===== config.mk =====
export PLATFORM = sky130hd
export DESIGN_NAME = gpm_dist
export DESIGN_NICKNAME = d
export VERILOG_FILES = /design/src/hdl/gpm_pkg.sv /design/src/hdl/gpm_dist.sv
export SDC_FILE = /design/constraint.sdc
export NUM_CORES = 2
export LEC_CHECK = 0
export ABC_AREA = 1
export BUFFER_PORTS_ARGS = -buffer_cell sky130_fd_sc_hd__clkbuf_2
export CAP_MARGIN = 20
export CORE_UTILIZATION = 50
export CTS_BUF_LIST = sky130_fd_sc_hd__clkbuf_4 sky130_fd_sc_hd__clkbuf_8
export CTS_CLUSTER_DIAMETER = 150
export DETAILED_ROUTE_END_ITERATION = 8
export PLACE_DENSITY = 0.75
export SLEW_MARGIN = 20
export SYNTH_ARGS = -nofsm -noshare
export SYNTH_HDL_FRONTEND = slang
export SYNTH_SLANG_ARGS = --single-unit

===== constraint.sdc =====
create_clock -name clock -period 8.6 [get_ports clock]
set_input_delay 1.29 -clock clock [delete_from_list [all_inputs] [get_ports clock]]
set_output_delay 1.29 -clock clock [all_outputs]
set_load 0.01 [all_outputs]

===== src/hdl/gpm_pkg.sv =====
// Shared types and constants for the geofence and proximity monitor.
// Depends on nothing; the top level and gpm_dist refer to it by scoped names.

package gpm_pkg;

   localparam int OBJ_W     = 6;    // object index width on the ports
   localparam int COORD_W   = 16;   // signed Q8.8 coordinate
   localparam int DIST_W    = 15;   // unsigned separation and airspace bound
   localparam int LIMIT_W   = 2 * DIST_W;
   localparam int SQ_W      = 32;   // one squared axis difference
   localparam int SUM_W     = SQ_W + 2;
   localparam int CSR_IDX_W = 4;
   localparam int KIND_W    = 2;

   localparam logic [CSR_IDX_W-1:0] CSR_MIN_SEP      = 4'd0;
   localparam logic [CSR_IDX_W-1:0] CSR_AIRSPACE_MAX = 4'd1;

   localparam logic [DIST_W-1:0] MIN_SEP_RESET      = 15'd205;
   localparam logic [DIST_W-1:0] AIRSPACE_MAX_RESET = 15'd5120;

   localparam logic FUNC_UPDATE = 1'b0;
   localparam logic FUNC_CHECK  = 1'b1;

   localparam logic [KIND_W-1:0] KIND_NONE   = 2'd0;
   localparam logic [KIND_W-1:0] KIND_OUT    = 2'd1;
   localparam logic [KIND_W-1:0] KIND_CLOSE  = 2'd2;

   typedef struct packed {
      logic signed [COORD_W-1:0] x;
      logic signed [COORD_W-1:0] y;
      logic signed [COORD_W-1:0] z;
   } pos_type;

   typedef struct packed {
      logic    active;
      pos_type pos;
   } entry_type;

endpackage


===== src/hdl/gpm_dist.sv =====
// Two-stage squared-distance unit: axis differences and squares, then the sum
// and the compare against the squared separation. Depends on gpm_pkg.

module gpm_dist #(
   parameter int IDX_W = 6
) (
   input  logic                           clock,
   input  logic                           reset,
   input  logic                           in_valid,
   input  logic [IDX_W-1:0]               in_idx,
   input  gpm_pkg::pos_type               anchor,
   input  gpm_pkg::pos_type               entry,
   input  logic [gpm_pkg::LIMIT_W-1:0]    limit,
   output logic                           hit,
   output logic [IDX_W-1:0]               hit_idx
);

   logic signed [gpm_pkg::COORD_W:0]       dx, dy, dz;
   logic signed [2*gpm_pkg::COORD_W+1:0]   px, py, pz;
   logic [gpm_pkg::SQ_W-1:0]               sq_x_in, sq_y_in, sq_z_in;
   logic [gpm_pkg::SQ_W-1:0]               sq_x_ff, sq_y_ff, sq_z_ff;
   logic                                   valid_ff;
   logic [IDX_W-1:0]                       idx_ff;
   logic [gpm_pkg::SUM_W-1:0]              sum;

   // Differences are exact in 17 bits; each square stays below 2^32.
   always_comb begin
      dx = $signed({anchor.x[gpm_pkg::COORD_W-1], anchor.x})
         - $signed({entry.x[gpm_pkg::COORD_W-1], entry.x});
      dy = $signed({anchor.y[gpm_pkg::COORD_W-1], anchor.y})
         - $signed({entry.y[gpm_pkg::COORD_W-1], entry.y});
      dz = $signed({anchor.z[gpm_pkg::COORD_W-1], anchor.z})
         - $signed({entry.z[gpm_pkg::COORD_W-1], entry.z});
      px = dx * dx;
      py = dy * dy;
      pz = dz * dz;
      sq_x_in = px[gpm_pkg::SQ_W-1:0];
      sq_y_in = py[gpm_pkg::SQ_W-1:0];
      sq_z_in = pz[gpm_pkg::SQ_W-1:0];
   end

   always_ff @(posedge clock) begin
      if (reset) begin
         valid_ff <= 1'b0;
      end else begin
         valid_ff <= in_valid;
      end
   end

   always_ff @(posedge clock) begin
      sq_x_ff <= sq_x_in;
      sq_y_ff <= sq_y_in;
      sq_z_ff <= sq_z_in;
      idx_ff  <= in_idx;
   end

   assign sum = gpm_pkg::SUM_W'(sq_x_ff) + gpm_pkg::SUM_W'(sq_y_ff)
              + gpm_pkg::SUM_W'(sq_z_ff);
   assign hit     = valid_ff && (sum < gpm_pkg::SUM_W'(limit));
   assign hit_idx = idx_ff;

endmodule

==> reports/summary.txt <==
Layout Cells excl Fill - 5391
GR Overflow Total - 0
CP Class - in -> reg
Setup violations, final - 0
FF+latch count, synth - 100
Number of buffers created by CTS - 9
Commonest cells after routing, fill and taps aside - inv_1 (1264), fa_1 (806), nand2_1 (532), nor2_1 (399), ha_1 (343)
Synth warn - 0
Fraction of the yosys area taken by sequential cells - 0.05541
Post-CTS Setup Inserts - 0
Die area - 73340 um2
Critical Path Max Stage Delay - 0.54 ns
Gate Count Post-Synth - 4267
Mean Syn Cell Area - 8.468 um2
NumNets Final - 5721
Synth Cell Area - 36130 um2
Total clock sinks - 100
Most frequent CP cell - inv_1
Core area - 71490 um2
Final Slew Violations - 0
Slew HR - 0.4393
Status - complete, no violations
Distinct cells, synth - 57
DR pass1 iterations - 6
DRC - 0
Final period util - 0.9444
Largest net degree at the start of global routing - 20
# resized after CTS - 0
Final ANT Viol Nets - 0
Max-cap violation count - 0
Final TNS setup - 0 ns
Maximum clock rate - 123.1 MHz
Number of buffers inserted by port buffering - 141
Layout fillers - 6548
WL final - 82440 um
Routed vias - 26980
First-pass GRT wire length - 141500 um
Root buf cell - clkbuf_8
RSZ-0062 raised after global routing - false
RePlAce Congestion - 0.9329
Minimum clock period - 8.122 ns
Inst Count DP - 5376
Critical path required time - 8.89 ns
Async set or reset register ratio after synthesis - 0
Initial antenna violation count - 0
Vias in the first global route - 29000
Slowest cell on crit path - fa_1
Number of flops mapped to enable cells by yosys - 0
Iteration-0 DRC Markers - 1609
Vias per cell - 5.005
Slew @ Worst Pin - 0.8385 ns
Chip Width - 270.8 um
CTS Hold Bufs - 0
Clock Pin Slew Worst Setup and Hold Paths - 0.10 ns
Initial Util - 0.5054
Hold WS - 1.000 ns
Drt wl/cell - 15.29 um
Critical Path Start Type - input pin
Top fanout value on the critical path - 8
Critical Path End Type - flip-flop
Cell Rows - 98
CTS H-tree lvls - 3
Min-delay worst type - in -> reg
Area delta synth->final - 6.496%
CTS tree - built
Data arrival time of the worst path - 8.41 ns
Chip height - 270.8 um
Ys flop type - dfxtp_1
Hpwl dp - 74690 um
CTS max path bufs - 2
Layout cells sized above 1 - 0.07183
N_diodes - 0
Final number of hold-violating endpoints - 0
# IOs - 142
Most common cell after layout, fill and taps aside - inv_1
Tot GR Track Use - 0.2385
-- registers in the layout (all words and copies together), names as in the netlist --
register / count
valid_ff: 1
sq_y_ff: 31
hit_idx: 6
sq_z_ff: 31
sq_x_ff: 31
-- worst max-delay path: cells and delay by family --
| kind | cells | cell delay (ns) |
|---|---|---|
| adder cells (fa/ha/maj) | 9 | 3.93 |
| AO/OA/AOI/OAI | 6 | 1.16 |
| AND/OR/NAND/NOR | 11 | 1.24 |
| buffers and inverters | 9 | 0.80 |
-- logic make-up (layout without fill, tap and decap cells) --
logic type / Yosys count / count (layout) / synth area share
and+or+nand+nor: 1132 / 1132 / 0.1305
buffers and inverters: 1337 / 1510 / 0.1423
DFF: 100 / 100 / 0.05541
other: 2 / 3 / 0.0002078
AOI/OAI and AO/OA: 375 / 375 / 0.05980
adders and majority gates: 1149 / 1149 / 0.5653
xor gates and xnor gates: 172 / 172 / 0.04651
-- layout make-up --
cell class | count | area [um2] | share of cell area
timing repair buffer | 217 | 1289 | 0.03349
sequential | 100 | 2002 | 0.05203
tap | 950 | 1189 | 0.03089
multi-input combinational | 2831 | 29010 | 0.7539
inverter | 1278 | 4805 | 0.1249
clock buffer | 9 | 123.9 | 0.003219
clock inverter | 6 | 61.31 | 0.001593
-- metrics by stage --
step | setup WS, ns | instance area [um2] | util
3_5_place_dp | -0.04285 | 38280 | 0.5355
2_1_floorplan | 0.8869 | 36140 | -
4_1_cts | 0.3625 | 38460 | 0.5381
6_report | 0.4785 | 38480 | 0.5383
3_3_place_gp | 0.05239 | 38280 | 0.5355
5_1_grt | 0.04179 | 38480 | 0.5383
-- Yosys cell counts (15+ instances only) --
library cell  count  area share
inv_1          1264        0.13
nand4_1          15      0.0026
a21o_1           27      0.0056
dfxtp_1         100       0.055
xnor2_1          63       0.015
o21bai_1         17      0.0035
xor2_1           95       0.023
nand3_1          99       0.014
o21ai_0          85       0.012
nand2_1         532       0.055
a21oi_1         191       0.026
fa_1            806        0.45
clkbuf_1         20      0.0021
ha_1            343        0.12
nor3_1           26      0.0036
buf_2            22      0.0030
nor2_4           19      0.0059
nor2_1          399       0.041
-- path summary, 6_finish.rpt --
| check | end | startpoint | cells past startpoint | slack [ns] |
|---|---|---|---|---|
| setup / recovery | sq_y_ff[28] | anchor[16] | 35 | 0.48 |
| hold / removal | hit_idx[1] | in_idx[1] | 1 | 1.00 |
-- layer usage --
metal | vias to the layer above | GRT usage | part of all wire
met5 | - | 0 | 0
met4 | 0 | 0.03910 | 0.016
met3 | 86 | 0.02485 | 0.061
met2 | 784 | 0.4042 | 0.48
met1 | 13290 | 0.3350 | 0.44
li1 | 12820 | - | -
Power is left out: the tool's default activity adds up to more than one toggle a clock period on the data nets, which glitch-free logic cannot reach.
