## config.mk

```make
export PLATFORM = sky130hd
export DESIGN_NAME = gpm_ram
export DESIGN_NICKNAME = d
export VERILOG_FILES = /design/src/hdl/gpm_ram.sv
export SDC_FILE = /design/constraint.sdc
export NUM_CORES = 1
export LEC_CHECK = 0
export BUFFER_PORTS_ARGS = -buffer_cell sky130_fd_sc_hd__buf_2
export CORE_MARGIN = 10
export CORE_UTILIZATION = 50
export DETAILED_ROUTE_END_ITERATION = 16
export PLACE_DENSITY = 0.73
export SLEW_MARGIN = 20
export SYNTH_ARGS = -nofsm -noshare
export SYNTH_HDL_FRONTEND = slang
export SYNTH_SLANG_ARGS = --single-unit
```

## constraint.sdc

```tcl
create_clock -name clock -period 4.9 [get_ports clock]
set_clock_uncertainty 0.2 [all_clocks]
set_input_delay 0.98 -clock clock [delete_from_list [all_inputs] [get_ports clock]]
set_output_delay 0.98 -clock clock [all_outputs]
set_load 0.05 [all_outputs]
```

## src/hdl/gpm_ram.sv

```systemverilog
// Generic single-clock RAM with one write port and one registered read port.
// Depends on nothing.

module gpm_ram #(
   parameter int WIDTH = 8,
   parameter int DEPTH = 64
) (
   input  logic                     clock,
   input  logic                     wr_en,
   input  logic [$clog2(DEPTH)-1:0] wr_addr,
   input  logic [WIDTH-1:0]         wr_data,
   input  logic                     rd_en,
   input  logic [$clog2(DEPTH)-1:0] rd_addr,
   output logic [WIDTH-1:0]         rd_data
);

   logic [WIDTH-1:0] mem_ff [DEPTH];
   logic [WIDTH-1:0] rd_data_ff;

   always_ff @(posedge clock) begin
      if (wr_en) begin
         mem_ff[wr_addr] <= wr_data;
      end
      if (rd_en) begin
         rd_data_ff <= mem_ff[rd_addr];
      end
   end

   assign rd_data = rd_data_ff;

endmodule

```

==> results.yml, run 1 <==
clocking:
  cts_max_level: 2
  post_cts_buffers: 0
  insertion_delay_ps: 560
  cts_buffers: 49
  cts_root_buf: "clkbuf_16"
  path_clk_slew_ps: 60
  postCtsResizedCells: 0
  clkSinkCount: 520
  clockBufferDepth: 3
  hold_buffers: 0
  cts_tree: "yes"
logic_synthesis:
  synth_compound_area_frac: 0.0206
  yosysMostFrequentCell: "edfxtp_1"
  yosysSeqAreaShare: 0.771
  synthXorXnorAreaFrac: 0
  syn_area_per_cell_sq_um: 21.5
  synth_flop_cell: "edfxtp_1"
  synth_mux_area_frac: 0.159
  synth-edff-count: 520
  synthTopCellsByCount: "520 x edfxtp_1, 126 x mux4_2, 83 x nor2_1"
  ys_ff_latch: 520
  synthAdderAreaFrac: 0
  syn-num-nets: 963
  yosys.area_share.simple: 0.0337
  yosysTopAreaCellShare: 0.771
  synthArstFlopShare: 0
  synth_area_leaders: "edfxtp_1 77%, mux4_2 14%, nor2_1 1.5%, mux2i_1 1.1%, mux2_2 0.72%"
  syn_area_sq_mm: 0.0202
  synth_area_leader_cell: "edfxtp_1"
  synth_top_family_by_area: "multiplexers"
  synth_cell_types: 39
  netlist_instances: 940
  ys.warnings.count: 0
floorplanning:
  fp-row-count: 73
  ios: 31
  core_sq_mm: 0.0399
  dieArea_sq_mm: 0.0489
  fp.dieW_microns: 221
  die_y_microns: 221
  start_util: 0.507
hold_path:
  holdPathEnd: "mem_ff[54][5]$_DFFE_PP_"
  hp-class: "primary input to flop"
  hold_depth: 1
  hold_path_startpoint: "wr_data[5]"
final_layout:
  drive_gt1_frac: 0.249
  area_growth_pct: 10.7
  finalNonFillerCells: 1550
  design_area_sq_mm: 0.0224
  n_fill_cell: 2825
  final_util: 0.561
  layout.nets: 1014
placed_design:
  place_area_sq_mm: 0.0209
  io_buffers: 30
  gp_congestion: 0.819
  dp.final_hpwl_microns: 26100
  pre_cts_ws_ps: 1090
  dp.cells: 1465
routing:
  drt_iter0_drc: 1150
  vias_per_cell: 6.16
  first_pass_iters: 5
  wire_per_inst_microns: 27.7
  detail-route-antenna-nets: 0
  wl_microns: 42900
  drc: 0
  num_vias: 9552
critical_path:
  critPathCaptureType: "flop"
  worst-r2r-cell-count: 5
  critPathLaunchType: "primary input"
  crit-reg2reg-launch: "mem_ff[2][3]$_DFFE_PP_"
  ff2ff_setup_slack_ps: 2540
  critPathMaxFanout: 32
  reg2reg_to: "rd_data[3]$_DFFE_PP_"
  path_class: "primary input to flop"
  worstPathRequired_ps: 5000
  worstPathArrival_ps: 3290
sta:
  setup_tns_ps: 0
  max_freq_mhz: 313
  fin_ws_ps: 1710
  setup_viol: 0
  grt_setup_unrepaired: "no"
  period_needed_ps: 3190
  tightest_slew_ps: 976
  fin_crit_sh: 0.651
  finalMaxSlewViolations: 0
  finalHoldViolCount: 0
  slew_headroom: 0.347
  hold_ws_ps: 568
pwr:
  irDropWorstVdd_uv: 268
  powerDensity_mw_per_mm2: 398
  power.leakage_nw: 6.91
  finalPower_mw: 8.93
global_route:
  grt_pass1_wl_microns: 64800
  grt_pass1_vias: 9943
  grt_remaining_overflow: 0
  antenna_found_initial: 1
  grt_max_degree: 65
  track_usage: 0.175
flow_run:
  drv_cap: 0
run_status:
  status: "finished, final reports clean"
## report_power, final
group / internal [mW] / switching [mW]
Clock: 1.98 / 1.54
Combinational: 0.168 / 0.291
Sequential: 4.93 / 0.0134
## flip-flops by register name, summed over array words and instances, names as in the netlist
name	cells
rd_data	8
mem_ff	512
## worst max-delay path by stage
| stage | slack [ps] | depth (start not counted) | end | startpoint |
|---|---|---|---|---|
| floorplan | 1910 | 7 | rd_data[3]$_DFFE_PP_ | rd_addr[1] |
| finish | 1710 | 7 | rd_data[3]$_DFFE_PP_ | rd_addr[0] |
| detailed placement | 1090 | 7 | rd_data[3]$_DFFE_PP_ | rd_addr[0] |
| CTS | 1660 | 7 | rd_data[3]$_DFFE_PP_ | rd_addr[0] |
| global placement | 1130 | 7 | rd_data[6]$_DFFE_PP_ | rd_addr[0] |
| global route | 1360 | 7 | rd_data[3]$_DFFE_PP_ | rd_addr[0] |
## cells by family (layout without fill, tap and decap cells)
kind of cell | Yosys count | after routing
other | 0 | 1
multiplexers | 162 | 162
AND/OR/NAND/NOR | 153 | 153
flip-flops | 520 | 520
AO/OA/AOI/OAI | 54 | 54
buffers and inverters | 51 | 135
## cells in the final DEF (no fill, tap or decap), types with 4 or more instances in the layout
cell	n
clkinv_1	13
mux4_2	126
buf_4	26
nor2_1	83
clkinv_2	8
edfxtp_1	520
a221oi_1	6
nand2_1	19
clkbuf_1	8
a211oi_1	4
clkbuf_16	49
o221ai_1	8
o22ai_1	8
nor2b_1	14
mux2i_1	23
nand3_1	13
buf_2	22
nor3_1	7
mux2_2	13
nand2b_1	7
## per-layer routing
layer | global-route usage | share of wire | vias up
li1 | - | - | 4031
met1 | 0.231 | 0.40 | 4992
met2 | 0.281 | 0.48 | 451
met3 | 0.0446 | 0.088 | 78
met4 | 0.0559 | 0.029 | 0
met5 | 0 | 0 | -
## cell type report
cell class | count | area [sq um] | area share
diodes | 1 | 2.50 | 0.000112
clock buffers | 57 | 1260 | 0.0561
clock inverters | 27 | 201 | 0.00899
multi-input cells | 369 | 4320 | 0.193
flip-flops and latches | 520 | 15600 | 0.697
well taps | 525 | 657 | 0.0293
repair buffers | 51 | 359 | 0.0160
## critical path: stages
cell and delay, ps:
clkbuf_8 380, buf_4 300, mux4_2 510, nor2b_1 140, a2111oi_0 660, buf_4 220, o41ai_1 70
Power figures use the tool's default switching activity.
==> run 2: changes to the inputs <==
Settings changed: PLACE_DENSITY 0.73 to 0.75.
Clock period 4.9 ns to 2.6 ns, I/O delays scaled along.
==> run 2 against run 1 <==
Against the previous run: register-to-register slack worse by 2300 ps; sequential share of layout area down 4.6 points; non-clock buffer count up 135; largest cell class unchanged; clock-buffer cell count up 1; cell area up 7.1%; worst setup slack worse by 1500 ps; routed wire length up 8.1%; critical path depth down 2; final cell count up 9.3%; via count up 8.0%; core utilization up 4.0 points.
==> results.yml, run 2 (synthesized netlist as in run 1, its figures left out) <==
run_status:
  status: "finished, final reports clean"
critical_path:
  worst-r2r-cell-count: 5
  path_class: "flop to flop"
  cp_slowest_cell: "mux4_2"
  critPathLaunchType: "flop"
  path_cells: "mux4_2 > mux2_2 > o221a_2 > nor3_1 > o32ai_1"
  crit-reg2reg-launch: "mem_ff[20][4]$_DFFE_PP_"
  cp_num_buf_inv: 0
  worstPathArrival_ps: 2520
  ff2ff_setup_slack_ps: 200
  critPathCaptureType: "flop"
  worstPathRequired_ps: 2730
  reg2reg_to: "rd_data[4]$_DFFE_PP_"
  critPathMaxFanout: 1
  cp_slowest_stage_delay_ps: 460
  cpLargestDelayFamily: "multiplexers"
  worstSetupPathDepth: 5
clocking:
  cts_max_level: 2
  hold_buffers: 0
  insertion_delay_ps: 590
  cts_tree: "yes"
  clockBufferDepth: 3
  clkSinkCount: 520
  postCtsResizedCells: 0
  cts_root_buf: "clkbuf_16"
  post_cts_buffers: 0
  path_clk_slew_ps: 60
  cts_buffers: 50
placed_design:
  io_buffers: 30
  gp_congestion: 0.855
  dp.final_hpwl_microns: 30400
  pre_cts_ws_ps: -358
  place_area_sq_mm: 0.0221
final_layout:
  regMostFlops: "mem_ff"
  largest_reg_flops: 512
  n_fill_cell: 2651
  design_area_sq_mm: 0.0240
  multiInputGateArea_sq_mm: 0.00432
  area_growth_pct: 18.6
  regArea_sq_mm: 0.0156
  layout.nets: 1150
  final_util: 0.601
  drive_gt1_frac: 0.351
  antenna_cells: 0
  mostFrequentLayoutCells: "520 x edfxtp_1, 140 x buf_4, 126 x mux4_2, 83 x nor2_1, 53 x clkbuf_16"
  layout_commonest_cell: "edfxtp_1"
floorplanning:
  start_util: 0.507
  ios: 31
  die_y_microns: 221
  fp-row-count: 73
  core_sq_mm: 0.0399
  fp.dieW_microns: 221
  dieArea_sq_mm: 0.0489
sta:
  slew_headroom: 0.567
  fin_crit_sh: 0.921
  grt_setup_unrepaired: "no"
  period_needed_ps: 2400
  fin_ws_ps: 205
  max_freq_mhz: 417
  finalMaxSlewViolations: 0
  hold_ws_ps: 128
  setup_viol: 0
  tightest_slew_ps: 650
  finalHoldViolCount: 0
flow_run:
  drv_cap: 0
routing:
  vias_per_cell: 6.09
  first_pass_iters: 5
  detail-route-antenna-nets: 0
  wire_per_inst_microns: 27.3
  num_vias: 10300
  wl_microns: 46300
  drc: 0
  drt_iter0_drc: 1263
hold_path:
  hold_depth: 1
  hold_path_startpoint: "rd_en"
  hp-class: "primary input to flop"
  holdPathEnd: "rd_data[6]$_DFFE_PP_"
global_route:
  grt_pass1_wl_microns: 69500
  grt_remaining_overflow: 0
  busiest_layer: "met2"
  antenna_found_initial: 2
  met3_usage: 0.0471
  track_usage: 0.189
  grt_max_degree: 45
  grtUsageMet1: 0.241
  met2_usage: 0.306
  grt_pass1_vias: 10700
pwr:
  finalPower_mw: 18.4
  powerDensity_mw_per_mm2: 766
  power.leakage_nw: 7.88
  irDropWorstVdd_uv: 470
-- run 2: worst max path at each step --
stage	start	endpoint	slack [ps]
2_1_floorplan	rd_addr[1]	rd_data[3]$_DFFE_PP_	70
3_3_place_gp	rd_addr[0]	rd_data[3]$_DFFE_PP_	-460
3_5_place_dp	rd_addr[0]	rd_data[0]$_DFFE_PP_	-360
4_1_cts	mem_ff[20][4]$_DFFE_PP_	rd_data[4]$_DFFE_PP_	230
5_1_grt	rd_addr[0]	rd_data[1]$_DFFE_PP_	130
6_report	mem_ff[20][4]$_DFFE_PP_	rd_data[4]$_DFFE_PP_	200
-- run 2: power by group --
part           internal [mW]  switching [mW]
clock network           5.00            3.08
logic                  0.412           0.588
registers               9.29          0.0263
total                   14.7            3.69
-- run 2: cell type report --
cell class / count / area share
clock buffer: 58 / 0.0560
clock inverter: 36 / 0.0214
timing repair buffer: 186 / 0.0650
multi-input combinational: 369 / 0.180
tap: 525 / 0.0274
sequential: 520 / 0.650
-- run 2: routing by layer --
layer  wire [microns]  part of all wire
met5               40           0.00086
met4             1610             0.035
met3             4330             0.093
met1            17400              0.38
met2            22900              0.49
-- run 2: through the flow --
stage	std cells	TNS, ps
floorplan	940	0
global placement	1600	-2460
detailed placement	1600	-2450
CTS	1694	0
global route	1694	0
finish	1694	0
